===== src/hw/rtl/encoder_position_pid_core_defines.svh =====
// Assertion macros for the encoder position PID core.
// Included by files that carry concurrent checks; expects clk_i and rst_ni in scope.
`ifndef ENCODER_POSITION_PID_CORE_DEFINES_SVH
`define ENCODER_POSITION_PID_CORE_DEFINES_SVH

// Same-cycle implication, checked outside reset.
`define EPP_ASSERT_NOW(label, ante, cons, msg) \
  label: assert property (@(posedge clk_i) disable iff (!rst_ni) (ante) |-> (cons)) \
    else $error(msg);

// Next-cycle implication, checked outside reset.
`define EPP_ASSERT_NEXT(label, ante, cons, msg) \
  label: assert property (@(posedge clk_i) disable iff (!rst_ni) (ante) |=> (cons)) \
    else $error(msg);

`endif


===== src/hw/rtl/epp_pkg.sv =====
// Shared widths, codes and constants of the encoder position PID core.
// No dependencies; used by the channel interfaces and the core.
package epp_pkg;

  localparam int WORD_W  = 32;   // ticks, gains, positions, power
  localparam int TIME_W  = 32;   // microsecond timestamps
  localparam int ERR_W   = 33;   // position error
  localparam int INT_W   = 48;   // error integral
  localparam int MC_W    = 54;   // multiplicand, derivative
  localparam int MP_W    = 33;   // multiplier, one bit consumed per step
  localparam int DQ_W    = 54;   // dividend and quotient of the derivative divide
  localparam int ACC_W   = 88;   // shared adder, product and accumulator
  localparam int CNT_W   = 6;
  localparam int STOP_W  = 31;
  localparam int MODE_W  = 2;
  localparam int SHIFT   = 16;   // Q16.16 gains

  localparam int MODE_TUNING_BIT = 0;
  localparam int MODE_DRIVE_BIT  = 1;

  localparam logic [CNT_W-1:0] MUL_LAST = CNT_W'(MP_W - 1);
  localparam logic [CNT_W-1:0] DIV_LAST = CNT_W'(DQ_W - 1);

  localparam logic [MP_W-1:0]   US_PER_SECOND = MP_W'(1000000);
  localparam logic [TIME_W-1:0] PERIOD_RESET  = TIME_W'(10000);

  // Limits on one integral increment: plus and minus two to the 48th.
  localparam logic [ACC_W-1:0] TERM_POS_LIM = {{(ACC_W-INT_W-1){1'b0}}, 1'b1, {INT_W{1'b0}}};
  localparam logic [ACC_W-1:0] TERM_NEG_LIM = {{(ACC_W-INT_W){1'b1}}, {INT_W{1'b0}}};
  localparam logic [INT_W-1:0] INT_MAX = {1'b0, {(INT_W-1){1'b1}}};
  localparam logic [INT_W-1:0] INT_MIN = {1'b1, {(INT_W-1){1'b0}}};
  localparam logic [WORD_W-1:0] POWER_MAX = {1'b0, {(WORD_W-1){1'b1}}};
  localparam logic [WORD_W-1:0] POWER_MIN = {1'b1, {(WORD_W-1){1'b0}}};

  typedef enum logic {
    OP_START  = 1'b0,
    OP_UPDATE = 1'b1
  } op_e;

  typedef enum logic [2:0] {
    REG_CONTROL_MODE      = 3'd0,
    REG_GAIN_PROPORTIONAL = 3'd1,
    REG_GAIN_INTEGRAL     = 3'd2,
    REG_GAIN_DERIVATIVE   = 3'd3,
    REG_UPDATE_PERIOD_US  = 3'd4,
    REG_TUNING_SETPOINT   = 3'd5,
    REG_TARGET_DISTANCE   = 3'd6,
    REG_STOP_RANGE        = 3'd7
  } reg_idx_e;

  typedef enum logic [13:0] {
    ST_IDLE   = 14'b00000000000001,
    ST_CHECK  = 14'b00000000000010,
    ST_ERR    = 14'b00000000000100,
    ST_MUL    = 14'b00000000001000,
    ST_CLAMP  = 14'b00000000010000,
    ST_INTADD = 14'b00000000100000,
    ST_DIFF   = 14'b00000001000000,
    ST_ABS    = 14'b00000010000000,
    ST_DIV    = 14'b00000100000000,
    ST_DSIGN  = 14'b00001000000000,
    ST_ACCUM  = 14'b00010000000000,
    ST_POWER  = 14'b00100000000000,
    ST_FLAG   = 14'b01000000000000,
    ST_DONE   = 14'b10000000000000
  } state_e;

  // Which product the serial multiplier is currently forming.
  typedef enum logic [2:0] {
    JOB_INT = 3'd0,
    JOB_DER = 3'd1,
    JOB_KP  = 3'd2,
    JOB_KI  = 3'd3,
    JOB_KD  = 3'd4
  } job_e;

endpackage


===== src/hw/rtl/epp_in_if.sv =====
// Input channel of the encoder position PID core: valid, ready and one item.
// Depends on epp_pkg for field widths.
interface epp_in_if;
  logic                               valid;
  logic                               ready;
  logic                               operation;
  logic signed [epp_pkg::WORD_W-1:0]  tick_count;
  logic        [epp_pkg::TIME_W-1:0]  now_us;
  logic signed [epp_pkg::WORD_W-1:0]  profile_position;

  modport source (output valid, operation, tick_count, now_us, profile_position, input ready);
  modport sink   (input valid, operation, tick_count, now_us, profile_position, output ready);
endinterface


===== src/hw/rtl/epp_out_if.sv =====
// Result channel of the encoder position PID core: valid, ready and one item.
// Depends on epp_pkg for field widths.
interface epp_out_if;
  logic                               valid;
  logic                               ready;
  logic signed [epp_pkg::WORD_W-1:0]  motor_power;
  logic                               power_updated;
  logic                               keep_running;

  modport source (output valid, motor_power, power_updated, keep_running, input ready);
  modport sink   (input valid, motor_power, power_updated, keep_running, output ready);
endinterface


===== src/hw/rtl/encoder_position_pid_core.sv =====
// Sequence: a start item goes straight to the flag and done steps; an update checks the period
// first and, when it drives, forms five 33-step serial products and a 54-step restoring divide
// on one shared 88-bit adder before the flag and done steps.
// Flow: one item at a time; the input is ready again once the result is loaded into the output
// register, which may still wait on the sink.
// Reset: asynchronous, active low; sets the sequencer state, loop state and config to defaults.
`include "encoder_position_pid_core_defines.svh"

module encoder_position_pid_core (
  input  logic                          clk_i,
  input  logic                          rst_ni,
  input  logic                          cfg_we_i,
  input  logic [2:0]                    cfg_idx_i,
  input  logic [epp_pkg::WORD_W-1:0]    cfg_data_i,
  epp_in_if.sink                        in_i,
  epp_out_if.source                     out_o
);

  // Configuration registers.
  logic [epp_pkg::MODE_W-1:0] mode_q;
  logic [epp_pkg::WORD_W-1:0] kp_q, ki_q, kd_q;
  logic [epp_pkg::TIME_W-1:0] period_q;
  logic [epp_pkg::WORD_W-1:0] setpoint_q, tdist_q;
  logic [epp_pkg::STOP_W-1:0] stop_q;

  // Loop state.
  logic [epp_pkg::TIME_W-1:0] last_q, last_d;
  logic [epp_pkg::WORD_W-1:0] offset_q, offset_d;
  logic [epp_pkg::WORD_W-1:0] pos_q, pos_d;
  logic [epp_pkg::ERR_W-1:0]  prev_q, prev_d;
  logic [epp_pkg::INT_W-1:0]  integ_q, integ_d;

  // Sequencer.
  epp_pkg::state_e state_q, state_d;
  epp_pkg::job_e   job_q, job_d;
  logic [epp_pkg::CNT_W-1:0] cnt_q, cnt_d;

  // Item and work registers.
  logic [epp_pkg::WORD_W-1:0] tick_q, tick_d;
  logic [epp_pkg::TIME_W-1:0] now_q, now_d;
  logic [epp_pkg::WORD_W-1:0] prof_q, prof_d;
  logic [epp_pkg::TIME_W-1:0] elapsed_q, elapsed_d;
  logic [epp_pkg::ERR_W-1:0]  e_q, e_d;
  logic [epp_pkg::MC_W-1:0]   mcand_q, mcand_d;
  logic [epp_pkg::MP_W-1:0]   mplier_q, mplier_d;
  logic [epp_pkg::ACC_W-1:0]  prod_q, prod_d;
  logic [epp_pkg::ACC_W-1:0]  acc_q, acc_d;
  logic [epp_pkg::TIME_W-1:0] rem_q, rem_d;
  logic                       dneg_q, dneg_d;
  logic [epp_pkg::MC_W-1:0]   d_q, d_d;
  logic [epp_pkg::WORD_W-1:0] power_q, power_d;
  logic                       upd_q, upd_d;
  logic                       keep_q, keep_d;

  // Output register.
  logic                       out_valid_q, out_valid_d;
  logic [epp_pkg::WORD_W-1:0] out_power_q, out_power_d;
  logic                       out_upd_q, out_upd_d;
  logic                       out_keep_q, out_keep_d;

  // Shared adder.
  logic [epp_pkg::ACC_W-1:0] alu_a, alu_b, alu_res;
  logic                      alu_sub;

  logic [epp_pkg::WORD_W-1:0] target;
  logic                       qbit;
  logic                       int_fits, acc_fits;
  logic [epp_pkg::ERR_W-1:0]  gap;
  logic [epp_pkg::ERR_W-1:0]  stop_ext;

  assign alu_res = alu_a + (alu_b ^ {epp_pkg::ACC_W{alu_sub}})
                 + {{(epp_pkg::ACC_W-1){1'b0}}, alu_sub};

  assign target = mode_q[epp_pkg::MODE_TUNING_BIT] ? setpoint_q : prof_q;
  assign qbit   = ~alu_res[epp_pkg::ACC_W-1];

  // A value fits a narrower signed field when all bits above its sign agree.
  assign int_fits = (&alu_res[epp_pkg::ACC_W-1:epp_pkg::INT_W-1])
                  | ~(|alu_res[epp_pkg::ACC_W-1:epp_pkg::INT_W-1]);
  assign acc_fits = (&acc_q[epp_pkg::ACC_W-1:epp_pkg::WORD_W+epp_pkg::SHIFT-1])
                  | ~(|acc_q[epp_pkg::ACC_W-1:epp_pkg::WORD_W+epp_pkg::SHIFT-1]);

  assign gap      = alu_res[epp_pkg::ERR_W-1:0];
  assign stop_ext = {{(epp_pkg::ERR_W-epp_pkg::STOP_W){1'b0}}, stop_q};

  assign in_i.ready          = (state_q == epp_pkg::ST_IDLE);
  assign out_o.valid         = out_valid_q;
  assign out_o.motor_power   = out_power_q;
  assign out_o.power_updated = out_upd_q;
  assign out_o.keep_running  = out_keep_q;

  // Operand selection for the shared adder.
  always_comb begin
    alu_a   = '0;
    alu_b   = '0;
    alu_sub = 1'b0;
    unique case (state_q)
      epp_pkg::ST_IDLE: begin
        alu_a   = {{(epp_pkg::ACC_W-epp_pkg::TIME_W){1'b0}}, in_i.now_us};
        alu_b   = {{(epp_pkg::ACC_W-epp_pkg::TIME_W){1'b0}}, last_q};
        alu_sub = 1'b1;
      end
      epp_pkg::ST_CHECK: begin
        alu_a   = {{(epp_pkg::ACC_W-epp_pkg::WORD_W){1'b0}}, tick_q};
        alu_b   = {{(epp_pkg::ACC_W-epp_pkg::WORD_W){1'b0}}, offset_q};
        alu_sub = 1'b1;
      end
      epp_pkg::ST_ERR: begin
        alu_a   = {{(epp_pkg::ACC_W-epp_pkg::WORD_W){target[epp_pkg::WORD_W-1]}}, target};
        alu_b   = {{(epp_pkg::ACC_W-epp_pkg::WORD_W){pos_q[epp_pkg::WORD_W-1]}}, pos_q};
        alu_sub = 1'b1;
      end
      epp_pkg::ST_MUL: begin
        // MSB first; the top multiplier bit carries negative weight.
        alu_a   = {prod_q[epp_pkg::ACC_W-2:0], 1'b0};
        alu_b   = mplier_q[epp_pkg::MP_W-1]
                ? {{(epp_pkg::ACC_W-epp_pkg::MC_W){mcand_q[epp_pkg::MC_W-1]}}, mcand_q}
                : '0;
        alu_sub = (cnt_q == '0);
      end
      epp_pkg::ST_INTADD: begin
        alu_a = {{(epp_pkg::ACC_W-epp_pkg::INT_W){integ_q[epp_pkg::INT_W-1]}}, integ_q};
        alu_b = prod_q;
      end
      epp_pkg::ST_DIFF: begin
        alu_a   = {{(epp_pkg::ACC_W-epp_pkg::ERR_W){e_q[epp_pkg::ERR_W-1]}}, e_q};
        alu_b   = {{(epp_pkg::ACC_W-epp_pkg::ERR_W){prev_q[epp_pkg::ERR_W-1]}}, prev_q};
        alu_sub = 1'b1;
      end
      epp_pkg::ST_ABS: begin
        alu_b   = prod_q;
        alu_sub = prod_q[epp_pkg::ACC_W-1];
      end
      epp_pkg::ST_DIV: begin
        alu_a   = {{(epp_pkg::ACC_W-epp_pkg::TIME_W-1){1'b0}}, rem_q,
                   prod_q[epp_pkg::DQ_W-1]};
        alu_b   = {{(epp_pkg::ACC_W-epp_pkg::TIME_W){1'b0}}, elapsed_q};
        alu_sub = 1'b1;
      end
      epp_pkg::ST_DSIGN: begin
        alu_b   = {{(epp_pkg::ACC_W-epp_pkg::DQ_W){1'b0}}, prod_q[epp_pkg::DQ_W-1:0]};
        alu_sub = dneg_q;
      end
      epp_pkg::ST_ACCUM: begin
        alu_a = acc_q;
        alu_b = prod_q;
      end
      epp_pkg::ST_FLAG: begin
        alu_a   = {{(epp_pkg::ACC_W-epp_pkg::WORD_W){pos_q[epp_pkg::WORD_W-1]}}, pos_q};
        alu_b   = {{(epp_pkg::ACC_W-epp_pkg::WORD_W){tdist_q[epp_pkg::WORD_W-1]}}, tdist_q};
        alu_sub = 1'b1;
      end
      default: begin
      end
    endcase
  end

  // Sequencer and datapath next state.
  always_comb begin
    state_d     = state_q;
    job_d       = job_q;
    cnt_d       = cnt_q;
    last_d      = last_q;
    offset_d    = offset_q;
    pos_d       = pos_q;
    prev_d      = prev_q;
    integ_d     = integ_q;
    tick_d      = tick_q;
    now_d       = now_q;
    prof_d      = prof_q;
    elapsed_d   = elapsed_q;
    e_d         = e_q;
    mcand_d     = mcand_q;
    mplier_d    = mplier_q;
    prod_d      = prod_q;
    acc_d       = acc_q;
    rem_d       = rem_q;
    dneg_d      = dneg_q;
    d_d         = d_q;
    power_d     = power_q;
    upd_d       = upd_q;
    keep_d      = keep_q;
    out_valid_d = out_valid_q;
    out_power_d = out_power_q;
    out_upd_d   = out_upd_q;
    out_keep_d  = out_keep_q;

    if (out_valid_q && out_o.ready) begin
      out_valid_d = 1'b0;
    end

    unique case (state_q)
      epp_pkg::ST_IDLE: begin
        if (in_i.valid) begin
          tick_d    = in_i.tick_count;
          now_d     = in_i.now_us;
          prof_d    = in_i.profile_position;
          elapsed_d = alu_res[epp_pkg::TIME_W-1:0];
          power_d   = '0;
          upd_d     = 1'b0;
          if (epp_pkg::op_e'(in_i.operation) == epp_pkg::OP_START) begin
            offset_d = in_i.tick_count;
            last_d   = in_i.now_us;
            pos_d    = '0;
            prev_d   = '0;
            integ_d  = '0;
            state_d  = epp_pkg::ST_FLAG;
          end else begin
            state_d = epp_pkg::ST_CHECK;
          end
        end
      end
      epp_pkg::ST_CHECK: begin
        if (elapsed_q > period_q) begin
          pos_d   = alu_res[epp_pkg::WORD_W-1:0];
          last_d  = now_q;
          state_d = mode_q[epp_pkg::MODE_DRIVE_BIT] ? epp_pkg::ST_ERR : epp_pkg::ST_FLAG;
        end else begin
          state_d = epp_pkg::ST_FLAG;
        end
      end
      epp_pkg::ST_ERR: begin
        // Integral increment first: error times elapsed time.
        e_d      = alu_res[epp_pkg::ERR_W-1:0];
        mplier_d = alu_res[epp_pkg::MP_W-1:0];
        mcand_d  = {{(epp_pkg::MC_W-epp_pkg::TIME_W){1'b0}}, elapsed_q};
        prod_d   = '0;
        cnt_d    = '0;
        job_d    = epp_pkg::JOB_INT;
        state_d  = epp_pkg::ST_MUL;
      end
      epp_pkg::ST_MUL: begin
        prod_d   = alu_res;
        mplier_d = {mplier_q[epp_pkg::MP_W-2:0], 1'b0};
        cnt_d    = cnt_q + 1'b1;
        if (cnt_q == epp_pkg::MUL_LAST) begin
          cnt_d = '0;
          unique case (job_q)
            epp_pkg::JOB_INT: state_d = epp_pkg::ST_CLAMP;
            epp_pkg::JOB_DER: state_d = epp_pkg::ST_ABS;
            default:          state_d = epp_pkg::ST_ACCUM;
          endcase
        end
      end
      epp_pkg::ST_CLAMP: begin
        if (!prod_q[epp_pkg::ACC_W-1] && (|prod_q[epp_pkg::ACC_W-1:epp_pkg::INT_W])) begin
          prod_d = epp_pkg::TERM_POS_LIM;
        end else if (prod_q[epp_pkg::ACC_W-1] &&
                     !(&prod_q[epp_pkg::ACC_W-1:epp_pkg::INT_W])) begin
          prod_d = epp_pkg::TERM_NEG_LIM;
        end
        state_d = epp_pkg::ST_INTADD;
      end
      epp_pkg::ST_INTADD: begin
        if (int_fits) begin
          integ_d = alu_res[epp_pkg::INT_W-1:0];
        end else begin
          integ_d = alu_res[epp_pkg::ACC_W-1] ? epp_pkg::INT_MIN : epp_pkg::INT_MAX;
        end
        state_d = epp_pkg::ST_DIFF;
      end
      epp_pkg::ST_DIFF: begin
        mcand_d  = alu_res[epp_pkg::MC_W-1:0];
        mplier_d = epp_pkg::US_PER_SECOND;
        prod_d   = '0;
        cnt_d    = '0;
        job_d    = epp_pkg::JOB_DER;
        state_d  = epp_pkg::ST_MUL;
      end
      epp_pkg::ST_ABS: begin
        // Divide the magnitude; the sign goes back on afterwards, truncating toward zero.
        prod_d  = alu_res;
        dneg_d  = prod_q[epp_pkg::ACC_W-1];
        rem_d   = '0;
        cnt_d   = '0;
        state_d = epp_pkg::ST_DIV;
      end
      epp_pkg::ST_DIV: begin
        prod_d = {{(epp_pkg::ACC_W-epp_pkg::DQ_W){1'b0}}, prod_q[epp_pkg::DQ_W-2:0], qbit};
        rem_d  = qbit ? alu_res[epp_pkg::TIME_W-1:0]
                      : {rem_q[epp_pkg::TIME_W-2:0], prod_q[epp_pkg::DQ_W-1]};
        cnt_d  = cnt_q + 1'b1;
        if (cnt_q == epp_pkg::DIV_LAST) begin
          cnt_d   = '0;
          state_d = epp_pkg::ST_DSIGN;
        end
      end
      epp_pkg::ST_DSIGN: begin
        d_d      = alu_res[epp_pkg::MC_W-1:0];
        mcand_d  = {{(epp_pkg::MC_W-epp_pkg::ERR_W){e_q[epp_pkg::ERR_W-1]}}, e_q};
        mplier_d = {kp_q[epp_pkg::WORD_W-1], kp_q};
        prod_d   = '0;
        acc_d    = '0;
        cnt_d    = '0;
        job_d    = epp_pkg::JOB_KP;
        state_d  = epp_pkg::ST_MUL;
      end
      epp_pkg::ST_ACCUM: begin
        acc_d  = alu_res;
        prod_d = '0;
        cnt_d  = '0;
        unique case (job_q)
          epp_pkg::JOB_KP: begin
            mcand_d  = {{(epp_pkg::MC_W-epp_pkg::INT_W){integ_q[epp_pkg::INT_W-1]}}, integ_q};
            mplier_d = {ki_q[epp_pkg::WORD_W-1], ki_q};
            job_d    = epp_pkg::JOB_KI;
            state_d  = epp_pkg::ST_MUL;
          end
          epp_pkg::JOB_KI: begin
            mcand_d  = d_q;
            mplier_d = {kd_q[epp_pkg::WORD_W-1], kd_q};
            job_d    = epp_pkg::JOB_KD;
            state_d  = epp_pkg::ST_MUL;
          end
          default: state_d = epp_pkg::ST_POWER;
        endcase
      end
      epp_pkg::ST_POWER: begin
        if (acc_fits) begin
          power_d = acc_q[epp_pkg::WORD_W+epp_pkg::SHIFT-1:epp_pkg::SHIFT];
        end else begin
          power_d = acc_q[epp_pkg::ACC_W-1] ? epp_pkg::POWER_MIN : epp_pkg::POWER_MAX;
        end
        upd_d   = 1'b1;
        prev_d  = e_q;
        state_d = epp_pkg::ST_FLAG;
      end
      epp_pkg::ST_FLAG: begin
        // For a negative gap, its inverse is the magnitude minus one.
        keep_d  = mode_q[epp_pkg::MODE_TUNING_BIT]
                | (gap[epp_pkg::ERR_W-1] ? (~gap >= stop_ext) : (gap > stop_ext));
        state_d = epp_pkg::ST_DONE;
      end
      epp_pkg::ST_DONE: begin
        if (!out_valid_q || out_o.ready) begin
          out_valid_d = 1'b1;
          out_power_d = power_q;
          out_upd_d   = upd_q;
          out_keep_d  = keep_q;
          state_d     = epp_pkg::ST_IDLE;
        end
      end
      default: state_d = epp_pkg::ST_IDLE;
    endcase
  end

  always_ff @(posedge clk_i or negedge rst_ni) begin
    if (!rst_ni) begin
      state_q     <= epp_pkg::ST_IDLE;
      out_valid_q <= 1'b0;
      last_q      <= '0;
      offset_q    <= '0;
      pos_q       <= '0;
      prev_q      <= '0;
      integ_q     <= '0;
      mode_q      <= '0;
      kp_q        <= '0;
      ki_q        <= '0;
      kd_q        <= '0;
      period_q    <= epp_pkg::PERIOD_RESET;
      setpoint_q  <= '0;
      tdist_q     <= '0;
      stop_q      <= '0;
    end else begin
      state_q     <= state_d;
      out_valid_q <= out_valid_d;
      last_q      <= last_d;
      offset_q    <= offset_d;
      pos_q       <= pos_d;
      prev_q      <= prev_d;
      integ_q     <= integ_d;
      if (cfg_we_i) begin
        unique case (epp_pkg::reg_idx_e'(cfg_idx_i))
          epp_pkg::REG_CONTROL_MODE:      mode_q     <= cfg_data_i[epp_pkg::MODE_W-1:0];
          epp_pkg::REG_GAIN_PROPORTIONAL: kp_q       <= cfg_data_i;
          epp_pkg::REG_GAIN_INTEGRAL:     ki_q       <= cfg_data_i;
          epp_pkg::REG_GAIN_DERIVATIVE:   kd_q       <= cfg_data_i;
          epp_pkg::REG_UPDATE_PERIOD_US:  period_q   <= cfg_data_i;
          epp_pkg::REG_TUNING_SETPOINT:   setpoint_q <= cfg_data_i;
          epp_pkg::REG_TARGET_DISTANCE:   tdist_q    <= cfg_data_i;
          epp_pkg::REG_STOP_RANGE:        stop_q     <= cfg_data_i[epp_pkg::STOP_W-1:0];
          default: begin
          end
        endcase
      end
    end
  end

  always_ff @(posedge clk_i) begin
    job_q       <= job_d;
    cnt_q       <= cnt_d;
    tick_q      <= tick_d;
    now_q       <= now_d;
    prof_q      <= prof_d;
    elapsed_q   <= elapsed_d;
    e_q         <= e_d;
    mcand_q     <= mcand_d;
    mplier_q    <= mplier_d;
    prod_q      <= prod_d;
    acc_q       <= acc_d;
    rem_q       <= rem_d;
    dneg_q      <= dneg_d;
    d_q         <= d_d;
    power_q     <= power_d;
    upd_q       <= upd_d;
    keep_q      <= keep_d;
    out_power_q <= out_power_d;
    out_upd_q   <= out_upd_d;
    out_keep_q  <= out_keep_d;
  end

  `EPP_ASSERT_NEXT(a_accept_starts_work, in_i.valid && in_i.ready, state_q != epp_pkg::ST_IDLE, "accepted item did not start work")
  `EPP_ASSERT_NOW(a_result_from_done, $rose(out_valid_q), $past(state_q == epp_pkg::ST_DONE), "result appeared outside the done step")
  `EPP_ASSERT_NOW(a_no_update_no_power, out_valid_q && !out_upd_q, out_power_q == '0, "drive value without an update")
  `EPP_ASSERT_NOW(a_div_rem_below, state_q == epp_pkg::ST_DIV, rem_q < elapsed_q, "divider remainder not below divisor")

endmodule


===== src/flat_wrapper.sv =====
// flat-port wrapper written by rule: the top's interface ports become plain ports
module encoder_position_pid_core_flat 
  (clk_i, rst_ni, cfg_we_i, cfg_idx_i, cfg_data_i, in_i_valid, in_i_operation, in_i_tick_count, in_i_now_us, in_i_profile_position, in_i_ready, out_o_valid, out_o_motor_power, out_o_power_updated, out_o_keep_running, out_o_ready);
  epp_in_if in_i_i ();
  epp_out_if out_o_i ();
  input  logic clk_i;
  input  logic rst_ni;
  input  logic cfg_we_i;
  input  logic [2:0] cfg_idx_i;
  input  logic [epp_pkg::WORD_W-1:0] cfg_data_i;
  input wire logic [$bits(in_i_i.valid)-1:0] in_i_valid;
  input wire logic [$bits(in_i_i.operation)-1:0] in_i_operation;
  input wire logic [$bits(in_i_i.tick_count)-1:0] in_i_tick_count;
  input wire logic [$bits(in_i_i.now_us)-1:0] in_i_now_us;
  input wire logic [$bits(in_i_i.profile_position)-1:0] in_i_profile_position;
  output wire logic [$bits(in_i_i.ready)-1:0] in_i_ready;
  output wire logic [$bits(out_o_i.valid)-1:0] out_o_valid;
  output wire logic [$bits(out_o_i.motor_power)-1:0] out_o_motor_power;
  output wire logic [$bits(out_o_i.power_updated)-1:0] out_o_power_updated;
  output wire logic [$bits(out_o_i.keep_running)-1:0] out_o_keep_running;
  input wire logic [$bits(out_o_i.ready)-1:0] out_o_ready;
  assign in_i_i.valid = in_i_valid;
  assign in_i_i.operation = in_i_operation;
  assign in_i_i.tick_count = in_i_tick_count;
  assign in_i_i.now_us = in_i_now_us;
  assign in_i_i.profile_position = in_i_profile_position;
  assign in_i_ready = in_i_i.ready;
  assign out_o_valid = out_o_i.valid;
  assign out_o_motor_power = out_o_i.motor_power;
  assign out_o_power_updated = out_o_i.power_updated;
  assign out_o_keep_running = out_o_i.keep_running;
  assign out_o_i.ready = out_o_ready;
  encoder_position_pid_core u_core (.clk_i(clk_i), .rst_ni(rst_ni), .cfg_we_i(cfg_we_i), .cfg_idx_i(cfg_idx_i), .cfg_data_i(cfg_data_i), .in_i(in_i_i), .out_o(out_o_i));
endmodule

===== config.mk =====
export PLATFORM = sky130hd
export DESIGN_NAME = encoder_position_pid_core_flat
export DESIGN_NICKNAME = d
export VERILOG_FILES = /design/src/hw/rtl/epp_pkg.sv /design/src/hw/rtl/epp_in_if.sv /design/src/hw/rtl/epp_out_if.sv /design/src/hw/rtl/encoder_position_pid_core.sv /design/src/flat_wrapper.sv
export VERILOG_INCLUDE_DIRS = /design/src /design/src/hw/rtl
export SDC_FILE = /design/constraint.sdc
export NUM_CORES = 2
export LEC_CHECK = 0
export BUFFER_PORTS_ARGS = -buffer_cell sky130_fd_sc_hd__buf_2
export CAP_MARGIN = 0
export CORE_MARGIN = 10
export CORE_UTILIZATION = 38
export DETAILED_ROUTE_END_ITERATION = 10
export GPL_TIMING_DRIVEN = 1
export SYNTH_ARGS = -nofsm -noshare
export SYNTH_HDL_FRONTEND = slang
export SYNTH_SLANG_ARGS = --single-unit

===== constraint.sdc =====
create_clock -name clk_i -period 10.9 [get_ports clk_i]
set_input_delay 2.18 -clock clk_i [delete_from_list [all_inputs] [get_ports clk_i]]
set_output_delay 2.18 -clock clk_i [all_outputs]
set_load 0.01 [all_outputs]

==> key figures <==
Floorplan
  • Core footprint: 141000 µm²
  • Die Footprint: 157000 µm²
  • Die Height: 397 µm
  • Die Wd: 397 µm
  • I/O Pins: 173
  • Initial Utilization: 38.2%
  • Row count: 138

Run status
  • Failing checks: design-rule violations
  • Status: finished, violations left

Synth
  • Mean Syn Cell Area: 10.5 µm²
  • Post-synth EDFFs: 588
  • Synth top area cells: edfxtp_1 (33%), dfrtp_1 (19%), nand2_1 (5.3%), mux2_2 (5.3%), ha_1 (4.4%)
  • Yosys warns: 0
  • Asr flop ratio synth: 41.5%
  • Netlist Area Pre-Place: 53900 µm²
  • Mapped Nets: 5458
  • Post-synth top flop: edfxtp_1
  • Cell taking the most area after synthesis: edfxtp_1
  • #FFs+latches synth: 1005
  • Gate Count Post-Synth: 5129
  • Sequential-to-total area share from yosys stat: 52.1%
  • Post-synth top area share: 32.8%
  • Netlist cell types: 86

Critical path
  • CP startpoint kind: register
  • Kind of critical path: reg2reg
  • R2R setup slack: 890 ps
  • RR Startpoint: u_core.state_q[7]$_DFFE_PN0P_
  • FF-to-FF End: u_core.integ_q[34]$_DFFE_PN0P_
  • Worst Setup End Kind: register
  • CP Max Fanout: 28
  • CP Data Arrival Time: 10620 ps
  • R2R depth: 22
  • WP data required: 11510 ps

Clocking
  • CTS Hold Bufs: 0
  • Post-CTS sizing: 0
  • Post-CTS Setup Repair Bufs: 0
  • Clk_lat worst skew: 780 ps
  • CTS tree: done
  • CTS Buf Count: 108
  • Clock Pin Slew Worst Setup and Hold Paths: 70 ps
  • Clock sink count: 1005
  • H-tree depth: 3
  • Max Root-Sink Buffers: 3
  • Clock tree root buffer cell: clkbuf_16

STA
  • Final Hold Vio Count: 0
  • Period utilization: 91.8%
  • Worst Skew: 71.2 ps
  • Final TNS setup: 0 ps
  • Fmax achieved: 99.9 MHz
  • Slew @ Worst Pin: 1380 ps
  • Final setup viols: 0
  • Post-route minimum period: 10010 ps
  • Max transition margin: 5.38%
  • Max-slew violations: 0
  • RSZ-0062 raised after global routing: no

Route
  • Vias: 45.2k
  • Detailed-route DRC error count: 3
  • Final wirelength: 223 mm
  • Drt first pass iters: 11
  • Drt first-iter violations: 6460
  • Mean number of vias per cell: 6.30
  • Final ANT Viol Nets: 0
  • Wirelength per Cell: 31.1 µm

Cells and area
  • Final #Nets: 5514
  • Area Growth Syn to Fin: 12.8%
  • Filler cells: 13.7k
  • Share of cells above drive strength 1: 15.8%
  • Utilization after layout: 43.1%

Global route
  • GRT Util Overall: 27.4%
  • Vias in the first global route: 43.5k
  • Global route total overflow: 0
  • Largest net degree at the start of global routing: 141
  • Initial antenna violation count: 10
  • First-pass GRT wire length: 319 mm

Hold path
  • Hold depth: 0
  • HP Class: reg2reg
  • Worst hold path endpoint: u_core.out_o.motor_power[15]$_DFFE_PP_
  • Worst hold start: u_core.power_q[15]$_SDFFCE_PN0P_

Placement
  • RD Place Congestion: 0.986
  • PortBufs: 172
  • Dpl hpwl: 160 mm

Flow run
  • Max cap viols: 0
per-layer routing:
| metal | global-route usage, % | share of wire [%] |
|---|---|---|
| met5 | 0 | 0.044 |
| met4 | 12.7 | 5.4 |
| met3 | 8.16 | 12 |
| met2 | 40.6 | 43 |
| met1 | 36.6 | 40 |
cell families after synthesis:
logic type,share of synthesized area [%]
AOI/OAI and AO/OA,17.4
DFF,52.1
adders and majority gates,4.47
buffers and inverters,3.44
muxes,6.20
and+or+nand+nor,13.5
xor gates and xnor gates,2.79
placed cells by master, fill, tap and decap left out, drive strengths merged, types with 132 or more instances in the layout:
cell type	instances
nand2	767
edfxtp	588
dfrtp	411
o21ai	342
nor2	328
a21oi	317
buf	290
mux2	252
ha	191
inv	140
nand3	135
xnor2	132
clkbuf	132
registers in the layout (all words and copies together) (netlist names), 32 cells and up:
| register | count |
|---|---|
| u_core.d_q | 54 |
| u_core.now_q | 32 |
| u_core.out_o.motor_power | 32 |
| u_core.mplier_q | 33 |
| u_core.kp_q | 32 |
| u_core.prod_q | 88 |
| u_core.acc_q | 88 |
| u_core.tick_q | 32 |
| u_core.rem_q | 32 |
| u_core.e_q | 33 |
| u_core.tdist_q | 32 |
| u_core.prev_q | 33 |
| u_core.period_q | 32 |
| u_core.kd_q | 32 |
| u_core.integ_q | 48 |
| u_core.prof_q | 32 |
| u_core.offset_q | 32 |
| u_core.elapsed_q | 32 |
| u_core.last_q | 32 |
| u_core.setpoint_q | 32 |
| u_core.pos_q | 32 |
| u_core.power_q | 32 |
| u_core.mcand_q | 54 |
| u_core.ki_q | 32 |
synthesized netlist by cell type, types with 8 or more instances:
master and n:
nand3b_1 11, a21boi_0 13, buf_2 8, or2_2 15, dfrtp_1 411, nand3_1 135, buf_1 35, nor2_1 328
xor2_1 40, a211oi_1 21, clkbuf_1 295, inv_1 131, a222oi_1 93, a21o_1 41, nand4_1 89, and3_1 22
o21ai_0 340, edfxtp_1 588, o21a_1 59, and2_1 33, o211ai_1 53, nand4b_1 11, and4_1 10, o211ai_2 30
xnor2_1 132, nand2_1 767, o21bai_1 16, nor4_1 49, a31oi_1 23, or4_1 17, nor2b_1 19, mux2i_1 49
or3_1 16, nor3_1 51, a22oi_1 89, nand2b_1 16, a21oi_1 317, a221oi_1 100, mux2_2 252, a22o_1 23
a221o_1 62, ha_1 191
worst max path at each step:
| stage | from | endpoint | slack (ps) | cells past startpoint |
|---|---|---|---|---|
| floorplan | u_core.state_q[7]$_DFFE_PN0P_ | u_core.prod_q[0]$_DFFE_PP_ | 1770 | 12 |
| global route | u_core.state_q[7]$_DFFE_PN0P_ | u_core.integ_q[32]$_DFFE_PN0P_ | 620 | 22 |
| CTS | u_core.state_q[7]$_DFFE_PN0P_ | u_core.integ_q[34]$_DFFE_PN0P_ | 1060 | 22 |
| global placement | u_core.state_q[7]$_DFFE_PN0P_ | u_core.integ_q[25]$_DFFE_PN0P_ | 1330 | 22 |
| finish | u_core.state_q[7]$_DFFE_PN0P_ | u_core.integ_q[34]$_DFFE_PN0P_ | 890 | 22 |
| detailed placement | u_core.state_q[7]$_DFFE_PN0P_ | u_core.integ_q[28]$_DFFE_PN0P_ | 1130 | 22 |
layout make-up:
cell class	instances	area [µm²]	area share, %
Inverter	135	519	0.854
Clock inverter	71	883	1.45
Timing Repair Buffer	290	1830	3.01
Antenna cell	4	10.0	0.0165
Sequential cell	1005	28100	46.2
Tap cell	1890	2360	3.89
Multi-Input combinational cell	3645	24200	39.8
Clock buffer	132	2930	4.81
metrics by stage:
| stage | hold slack (ps) | instances | area [µm²] | worst slack [ps] |
|---|---|---|---|---|
| floorplan | 400 | 5129 | 53900 | 1770 |
| global placement | 405 | 6965 | 57000 | 1330 |
| detailed placement | 405 | 6965 | 57000 | 1130 |
| CTS | 420 | 7168 | 60800 | 1060 |
| global route | 423 | 7170 | 60800 | 622 |
| finish | 420 | 7172 | 60800 | 891 |
worst max-delay path, cell delays in order, from the launching register on:
cell and delay, ps:
dfrtp_1 480, or4_1 760, or4_1 570, buf_4 260
or4_1 590, o2111ai_4 410, buf_4 590, xnor2_1 150
ha_1 430, a21oi_1 130, o21ai_0 250, nor3b_1 160
a2111oi_0 1210, o211ai_1 390, o31ai_1 620, a21oi_1 190
xor2_1 240, or4b_1 560, nor4b_1 290, nand4_1 150
o31a_2 700, buf_4 410, o211ai_2 220
Power is left out: the tool's default activity adds up to more than one toggle a clock period on the data nets, which glitch-free logic cannot reach.
